<file path="src/rtl/wcg_div_cell.sv">
`timescale 1ns / 1ps

module wcg_div_cell #(
   parameter int DEN_W = 14,
   parameter int QW    = 13
) (
   input  logic             clock,
   input  logic             en,
   input  logic [DEN_W-1:0] den,
   input  logic [DEN_W-1:0] up_rem,
   input  logic [QW-1:0]    up_work,
   output logic [DEN_W-1:0] dn_rem,
   output logic [QW-1:0]    dn_work
);

   logic [DEN_W:0]   trial;
   logic             ge;
   logic [DEN_W-1:0] rem_in;
   logic [QW-1:0]    work_in;
   logic [DEN_W-1:0] rem_ff;
   logic [QW-1:0]    work_ff;

   // one restoring step: shift in the next numerator bit, emit one quotient bit
   always_comb begin
      trial   = {up_rem, up_work[QW-1]};
      ge      = trial >= {1'b0, den};
      rem_in  = ge ? DEN_W'(trial - {1'b0, den}) : trial[DEN_W-1:0];
      work_in = {up_work[QW-2:0], ge};
   end

   always_ff @(posedge clock) begin
      if (en) begin
         rem_ff  <= rem_in;
         work_ff <= work_in;
      end
   end

   assign dn_rem  = rem_ff;
   assign dn_work = work_ff;

endmodule

</file>
<file path="config.mk">
export PLATFORM = sky130hd
export DESIGN_NAME = wcg_div_cell
export DESIGN_NICKNAME = d
export VERILOG_FILES = /design/src/rtl/wcg_div_cell.sv
export SDC_FILE = /design/constraint.sdc
export NUM_CORES = 1
export LEC_CHECK = 0
export BUFFER_PORTS_ARGS = -buffer_cell sky130_fd_sc_hd__buf_2
export CAP_MARGIN = 20
export CORE_MARGIN = 5
export CORE_UTILIZATION = 49
export CTS_CLUSTER_SIZE = 12
export DETAILED_ROUTE_END_ITERATION = 7
export PLACE_DENSITY = 0.91
export SLEW_MARGIN = 20
export SYNTH_ARGS = -nofsm -noshare
export SYNTH_HDL_FRONTEND = slang
export SYNTH_SLANG_ARGS = --single-unit
</file>
<file path="constraint.sdc">
create_clock -name clock -period 3.14 [get_ports clock]
set_input_delay 0.942 -clock clock [delete_from_list [all_inputs] [get_ports clock]]
set_output_delay 0.942 -clock clock [all_outputs]
set_load 0.05 [all_outputs]
</file>
==> results of run 1 <==
-- critical path, cell delays in order --
cell and delay (ns):
sky130_fd_sc_hd__buf_2 0.10, sky130_fd_sc_hd__inv_1 0.07, sky130_fd_sc_hd__ha_1 0.14, sky130_fd_sc_hd__inv_1 0.04, sky130_fd_sc_hd__fa_1 0.39, sky130_fd_sc_hd__a21oi_1 0.22, sky130_fd_sc_hd__o22ai_1 0.12, sky130_fd_sc_hd__o21a_1 0.27
sky130_fd_sc_hd__o31ai_2 0.28, sky130_fd_sc_hd__o41ai_1 0.14, sky130_fd_sc_hd__mux2_4 0.27
-- registers in the layout, indices dropped and copies added, names as in the netlist --
signal,cells
dn_rem,14
dn_work,13
-- what timing repair did --
item	CTS	global route
setup endpoints to repair	0	1
hold buffers	0	0
gates resized for setup	0	1
-- cell usage after synthesis, types with 2 or more instances --
| cell type | n | share of area (%) |
|---|---|---|
| sky130_fd_sc_hd__o2111ai_1 | 2 | 0.97 |
| sky130_fd_sc_hd__nor3_1 | 3 | 0.83 |
| sky130_fd_sc_hd__nand4_1 | 2 | 0.69 |
| sky130_fd_sc_hd__and3_1 | 2 | 0.69 |
| sky130_fd_sc_hd__nand2_1 | 3 | 0.62 |
| sky130_fd_sc_hd__o21a_1 | 5 | 2.1 |
| sky130_fd_sc_hd__mux2_4 | 8 | 6.7 |
| sky130_fd_sc_hd__a21oi_1 | 7 | 1.9 |
| sky130_fd_sc_hd__mux2i_1 | 2 | 1.1 |
| sky130_fd_sc_hd__ha_1 | 15 | 10 |
| sky130_fd_sc_hd__edfxtp_1 | 27 | 45 |
| sky130_fd_sc_hd__inv_1 | 20 | 4.2 |
| sky130_fd_sc_hd__nand3_1 | 2 | 0.55 |
| sky130_fd_sc_hd__or3_1 | 2 | 0.69 |
| sky130_fd_sc_hd__nor2b_1 | 3 | 1.0 |
| sky130_fd_sc_hd__o21ai_0 | 2 | 0.55 |
| sky130_fd_sc_hd__o22ai_1 | 2 | 0.69 |
| sky130_fd_sc_hd__xnor2_1 | 8 | 3.9 |
| sky130_fd_sc_hd__mux2_2 | 5 | 3.1 |
| sky130_fd_sc_hd__nor2_1 | 4 | 0.83 |
| sky130_fd_sc_hd__xor2_1 | 2 | 0.97 |
-- cells by family (layout without fill, tap and decap cells) --
family | count (synthesis) | after routing
compound gates | 35 | 35
flops | 27 | 27
simple gates | 25 | 25
buf+inv | 22 | 99
fa+ha+maj | 16 | 16
mux | 15 | 15
xor+xnor | 10 | 10
-- area by class of cell --
cell class | instances | share of cell area [%]
Clock buffer | 3 | 1.80
Clock inverter | 1 | 0.327
Inverter | 20 | 3.27
Multi-Input combinational cell | 101 | 39.6
Sequential cell | 27 | 35.4
Tap cell | 48 | 2.62
Timing Repair Buffer | 75 | 17.0
-- power breakdown --
group	internal [W]	leakage [nW]	total, W	switching (W)
clock	0.0000901	0.0217	0.000201	0.000111
sequential	0.000452	0.264	0.000462	0.00000967
combinational	0.000175	0.795	0.000474	0.000299
-- routing by layer --
layer	routed length [um]	up-vias	part of all wire [%]
met3	268	8	6.6
met4	65	0	1.6
met1	1520	664	37
met2	2220	54	54
met5	0	-	0
li1	-	710	-
-- final timing paths --
| path | to | slack, ns | depth (start not counted) |
|---|---|---|---|
| max | dn_rem[10] | 0.18 | 11 |
| min | dn_work[3] | 0.83 | 1 |
-- layout by cell type, fill, tap and decap left out, types with 2 or more instances in the layout --
master,count
sky130_fd_sc_hd__buf_2,69
sky130_fd_sc_hd__edfxtp_1,27
sky130_fd_sc_hd__inv_1,20
sky130_fd_sc_hd__ha_1,15
sky130_fd_sc_hd__mux2_4,8
sky130_fd_sc_hd__xnor2_1,8
sky130_fd_sc_hd__a21oi_1,7
sky130_fd_sc_hd__buf_4,6
sky130_fd_sc_hd__o21a_1,5
sky130_fd_sc_hd__mux2_2,5
sky130_fd_sc_hd__nor2_1,4
sky130_fd_sc_hd__nand2_1,3
sky130_fd_sc_hd__nor2b_1,3
sky130_fd_sc_hd__nor3_1,3
sky130_fd_sc_hd__clkbuf_8,3
sky130_fd_sc_hd__and3_1,2
sky130_fd_sc_hd__o2111ai_1,2
sky130_fd_sc_hd__nand4_1,2
sky130_fd_sc_hd__or3_1,2
sky130_fd_sc_hd__o21ai_0,2
sky130_fd_sc_hd__nand3_1,2
sky130_fd_sc_hd__o22ai_1,2
sky130_fd_sc_hd__xor2_1,2
sky130_fd_sc_hd__mux2i_1,2
-- per-stage QoR --
stage	TNS, ns	power, W	hold WS, ns
final	0	0.00114	0.834
after global routing	0	0.00119	0.825
after CTS	0	0.00114	0.830
after detailed placement	-0.251	0.000942	1.12
after global placement	0	0.000926	1.12
after floorplan	0	0.000822	1.04
==> impl.org, run 1 <==
** Status
- The run finished with clean final reports.

** Finish
- Layout filler cell count :: roughly 290
- The net count of the finished layout is 287.
- Fraction of final layout cells sized beyond drive strength 1 :: 44.9%
- The area growth from synthesis to layout is 27.1%.
- The number of antenna diodes in the final layout is 0.
- Final standard cell count with taps included and fillers excluded :: between 200 and 300
- Summing all non-filler instances in the final layout gives an area of ~0.0023 mm^2.
- Once layout is complete, the utilization of the core stands at a little under two thirds.
- Registers take between 800 and 900 um^2.
- Total area of multi-input combinational cells :: approximately 910 um^2

** Worst hold path
- Worst Hold Class :: primary input to register
- Worst Hold Launch :: up_work[2]

** Floorplanning
- Die X-Extent :: between 70 and 80 um
- Die Footprint :: 0.00500 mm^2
- In this run the core area contains 22 standard-cell rows.
- The die is just over 70 um tall.
- Initial core utilization :: 50.0%
- The region available for standard cell placement spans between 0.003 and 0.004 mm^2.
- Io pins :: 70

** Pwr
- VDD sags by at most 0.194 mV.
- Dividing total power by cell area gives a power density of between 400 and 500 mW/mm^2.
- In this run the static leakage power is around 1.1 nW.

** Clock network
- TritonCTS built the clock tree.
- CTS built an H-tree with a depth of 1.
- After clock tree synthesis, the clock-pin slew on the worst setup and hold paths is 0.10 ns.
- CTS Sinks :: 27
- Post-CTS timing repair inserted 0 buffers for setup.
- Clock buffer count from CTS :: 3
- Root buffer selected by CTS :: sky130_fd_sc_hd__clkbuf_8
- No sink is reached through more buffers than the 2 on the longest clock path.

** Route
- For this run, design rule violations remaining after detail routing come to 0.
- The detail route stage leaves a number of antenna-violating nets equal to 0.
- After detailed routing, the average wire length per cell comes to around 15 um.
- First-iteration detailed-routing DRC count :: 87
- Routed wire length :: slightly above 4000 um
- After detailed routing, the number of vias per cell comes to ~5.2.
- The final route contains 1436 vias.
- DR pass1 iterations :: 4

** Place
- Hpwl dp :: 3350 um
- Placed Area :: 0.00224 mm^2
- Number of placed instances, taps included :: 271
- The count of buffers added on input and output ports is between 60 and 70.
- Setup Slack @ Placement :: -0.166 ns
- Final GP Congestion :: 0.903

** Yosys
- Summing the areas of all compound-gate instances in the mapped netlist gives 14.8% of the synthesized area.
- Simple-gate share of the synthesized area :: 8.04%
- The Yosys step of the flow raised 0 warnings.
- After synthesis, the netlist uses between 40 and 50 different library cells.
- The cell count after synthesis came out at 150.
- Post-synth ARST share :: 0%
- Synth Net Count :: approximately 210
- Post-Syn Area :: around 0.0018 mm^2
- After Yosys synthesis, full adders, half adders and majority gates account for about 12% of the synthesized area.
- A synthesized cell averages 12.0 um^2.
- Multiplexer area fraction after synthesis :: between 10% and 20%
- Summing the sequential cell areas from Yosys gives 44.9% of the chip area.
- After Yosys synthesis, XOR and XNOR cells account for 4.85% of the synthesized area.
- In this run, synthesis produced a sequential element count of 27.
- Number of enable flip-flop cells after synthesis :: 27
- By area, the combinational part of the netlist is dominated by compound AO/OA/AOI/OAI gates.
- Leading register cell type out of synthesis :: sky130_fd_sc_hd__edfxtp_1

** STA
- RSZ-0062 raised after global routing :: no
- The max-slew violation count is 0.
- Setup violations remaining at the end of the flow were counted as 0.
- Final critical-path share of the clock period :: roughly 94%
- Actual transition at the worst max-transition pin :: 0.597 ns
- For this run, the top clock speed supported by timing is 338 MHz.
- For the finished layout, the period the worst path requires is between 2 and 3 ns.
- Measured against its own limit, the worst slew margin works out to ~60%.
- Hold violation count in the final report :: 0
- Worst setup slack after layout :: about 0.18 ns

** GRT
- For this run, global-route usage on met1 was measured as roughly 17%.
- Initial antenna violation count :: 0
- Residual overflow from global routing :: 0
- Tot GR Track Use :: between 10% and 20%
- met2 is the most crowded layer.
- The number of global-route vias before repair is about 1500.
- Global routing used approximately a third of the available met2 tracks.
- Entering global routing, the biggest net connects 28 pins.
- Global Route met3 Usage :: ~2.4%
- The first global-routing pass estimated between 6000 and 7000 um of wire.

** Critical path
- Type of the setup path with the least slack :: primary input to register
- Crit path DAT :: 2.99 ns
- CP Launch Type :: primary input
- Critical path peak fanout :: 6
- At the worst endpoint, the required time is 3.17 ns.
- The worst setup path is captured at a register.
- The most critical setup path has its startpoint at up_work[12].

** Run
- Across the run, the number of max-cap violations was 0.
(Power assumes the default switching activity.)
==> run 2: changes to the inputs <==
--- a/config.mk
+++ b/config.mk
@@ -7,11 +7,14 @@
 export LEC_CHECK = 0
 export BUFFER_PORTS_ARGS = -buffer_cell sky130_fd_sc_hd__buf_2
 export CAP_MARGIN = 20
+export CELL_PAD_IN_SITES_DETAIL_PLACEMENT = 2
+export CELL_PAD_IN_SITES_GLOBAL_PLACEMENT = 2
+export CORE_ASPECT_RATIO = 1.4
 export CORE_MARGIN = 5
-export CORE_UTILIZATION = 49
+export CORE_UTILIZATION = 30
 export CTS_CLUSTER_SIZE = 12
 export DETAILED_ROUTE_END_ITERATION = 7
-export PLACE_DENSITY = 0.91
+export PLACE_DENSITY = 0.9
 export SLEW_MARGIN = 20
 export SYNTH_ARGS = -nofsm -noshare
 export SYNTH_HDL_FRONTEND = slang
==> run 2 against run 1 <==
Setup slack worse by 0.019 ns. Sequential share of layout area is 0.46 points lower. Die area increased by 54%. Combinational power up 2%. Critical path depth unchanged. Via count increased by 3.5%. Non-clock buffer count grew 1. Total power is 0.59% higher. Global-route usage shrank 2.5 points. Cell count rose by 8.4%. First-iteration DRC count decreased by 34%. Hold slack better by 0.012 ns. Critical path type unchanged. Highest routed layer unchanged.
==> impl.org, run 2 (same netlist as run 1, synthesis figures left out) <==
** Status
- Result of the run: finished clean (unchanged).

** Critical path
- The required time of the worst setup path came to 3.16 ns (was 3.17 ns).
- Endpoint kind of the worst setup timing path :: register (unchanged)
- Critical path peak fanout :: 6 (unchanged)
- Crit path DAT :: 3.00 ns (was 2.99 ns)
- The origin of the worst setup path was up_work[12] (unchanged).
- Type of the setup path with the least slack :: primary input to register (unchanged)
- CP Launch Type :: primary input (unchanged)

** STA
- Fin crit period :: 2.98 ns (was 2.96 ns)
- Actual transition at the worst max-transition pin :: 0.611 ns (was 0.597 ns)
- Peak clock frequency supported by timing :: 336 MHz (was 338 MHz)
- Worst setup slack after layout :: 0.161 ns (was 0.180 ns)
- The final cycle utilization of the critical path is 94.9% (was 94.3%).
- RSZ-0062 raised after global routing :: no (unchanged)
- Worst slew margin relative to its limit :: 59.3% (was 60.2%)
- The worst hold slack is 0.846 ns (was 0.834 ns).
- The total setup violations reported at the end of the flow is 0 (unchanged).
- Hold violation count in the final report :: 0 (unchanged)
- Number of slew-limit violations in the final report :: 0 (unchanged)

** Route
- Final routed DRC violation total :: 0 (unchanged)
- DR pass1 iterations :: 4 (unchanged)
- The number of vias per cell after detailed routing came to 4.99 (was 5.22).
- The average wire length per cell after detail routing is 17.5 um (was 14.8 um).
- First-iteration detailed-routing DRC count :: 57 (was 87)
- Residual antenna-violating net count after detailed routing :: 0 (unchanged)
- Total number of vias :: 1486 (was 1436)
- The detailed-route wire length is 5200 um (was 4080 um).

** Place
- Hpwl dp :: 4370 um (was 3350 um)
- The count of buffers from port buffering is 69 (unchanged).
- Setup Slack @ Placement :: -0.143 ns (was -0.166 ns)
- Final GP Congestion :: 0.843 (was 0.903)

** Clock network
- The clock edge transition at the registers on the reported setup and hold paths is 0.09 ns (was 0.10 ns).
- Gates resized, CTS repair :: 0 (unchanged)
- Clock Path Buffers :: 2 (unchanged)
- Clock buffer count from CTS :: 3 (unchanged)
- The clock root buffer is sky130_fd_sc_hd__clkbuf_8 (unchanged).
- The number of buffers inserted by hold repair at cts came to 0 (unchanged).
- The clock sink count is 27 (unchanged).
- H-tree depth :: 1 (unchanged)
- Post-CTS repair timing setup buffer count :: 0 (unchanged)
- CTS tree :: done (unchanged)

** Finish
- The number of nets in the layout came to 288 (was 287).
- # diodes :: 0 (unchanged)
- The number of fill cells was 655 (was 286).
- Commonest cells after routing, fill and taps aside :: 69 x sky130_fd_sc_hd__buf_2, 27 x sky130_fd_sc_hd__edfxtp_1, 20 x sky130_fd_sc_hd__inv_1 (unchanged)
- Fraction of final layout cells sized beyond drive strength 1 :: 44.7% (was 44.9%)
- The flip-flop count of the largest register after layout was 14 (unchanged).
- The area added between synthesis and finish came to 28.8% (was 27.1%).
- Commonest non-fill, non-tap cell in the layout :: sky130_fd_sc_hd__buf_2 (unchanged)

** Floorplanning
- The total number of placement rows is 33 (was 22).
- Initial core utilization :: 30.8% (was 50.0%)
- The vertical die dimension came to 102 um (was 70.7 um).
- The placeable core area was 0.00586 mm^2 (was 0.00361 mm^2).
- The area of the die is 0.00769 mm^2 (was 0.00500 mm^2).
- Io pins :: 70 (unchanged)
- Die X-Extent :: 75.5 um (was 70.7 um)

** Pwr
- IR drop worst, VDD :: 0.182 mV (was 0.194 mV)
- P_leak :: 1.09 nW (was 1.08 nW)
- Power density over the cells :: 492 mW/mm^2 (was 495 mW/mm^2)

** GRT
- The global-route wire length before repair was 8140 um (was 6470 um).
- Residual overflow from global routing :: 0 (unchanged)
- The maximum number of pins on one net before global-route repair came to 28 (unchanged).
- Initial antenna violation count :: 0 (unchanged)
- The number of global-route vias before repair came to 1674 (was 1456).
- The total routing usage reported by global routing came to 13.8% (was 16.3%).

** Worst hold path
- Worst Hold Launch :: up_work[2] (unchanged)
- The path type of the worst min-delay path was primary input to register (unchanged).

** Run
- The reported max-cap violation count is 0 (unchanged).
[run 2: per-layer routing]
| layer | track usage (%) | wire [um] |
|---|---|---|
| met5 | 0 | 0 |
| met3 | 1.79 | 320 |
| met4 | 4.58 | 55 |
| met2 | 25.8 | 2850 |
| met1 | 15.5 | 1970 |
[run 2: cell type report]
cell class / instances / area, um^2 / share of cell area [%]
sequential: 27 / 811 / 34.9
timing repair buffer: 76 / 398 / 17.1
clock buffer: 4 / 45.0 / 1.94
multi-input combinational: 101 / 907 / 39.0
inverter: 20 / 75.1 / 3.23
tap: 70 / 87.6 / 3.77
[run 2: worst paths after layout]
kind / slack, ns / endpoint / cells past startpoint
max: 0.16 / dn_rem[10] / 11
min: 0.85 / dn_work[3] / 1
[run 2: critical path: stages]
cell	delay, ns
sky130_fd_sc_hd__buf_2	0.10
sky130_fd_sc_hd__inv_1	0.09
sky130_fd_sc_hd__ha_1	0.16
sky130_fd_sc_hd__inv_1	0.05
sky130_fd_sc_hd__fa_1	0.40
sky130_fd_sc_hd__a21oi_2	0.20
sky130_fd_sc_hd__o22ai_1	0.13
sky130_fd_sc_hd__o21a_1	0.26
sky130_fd_sc_hd__o31ai_1	0.30
sky130_fd_sc_hd__o41ai_1	0.12
sky130_fd_sc_hd__mux2_4	0.26
[run 2: per-stage QoR]
stage | instance area [um^2] | utilization, % | power, W | instances | setup TNS, ns
final | 2320 | 39.6 | 0.00114 | 298 | 0
after global routing | 2320 | 39.6 | 0.00121 | 298 | 0
after CTS | 2320 | 39.6 | 0.00115 | 298 | 0
after detailed placement | 2270 | 38.8 | 0.000958 | 294 | -0.253
after global placement | 2270 | 38.8 | 0.000939 | 294 | 0
after floorplan | 1800 | - | 0.000822 | 150 | 0
[run 2: power breakdown]
| part | switching, W | internal [W] |
|---|---|---|
| clock | 0.000104 | 0.0000907 |
| combinational | 0.000307 | 0.000177 |
| sequential | 0.0000118 | 0.000452 |
| total | 0.000423 | 0.000720 |
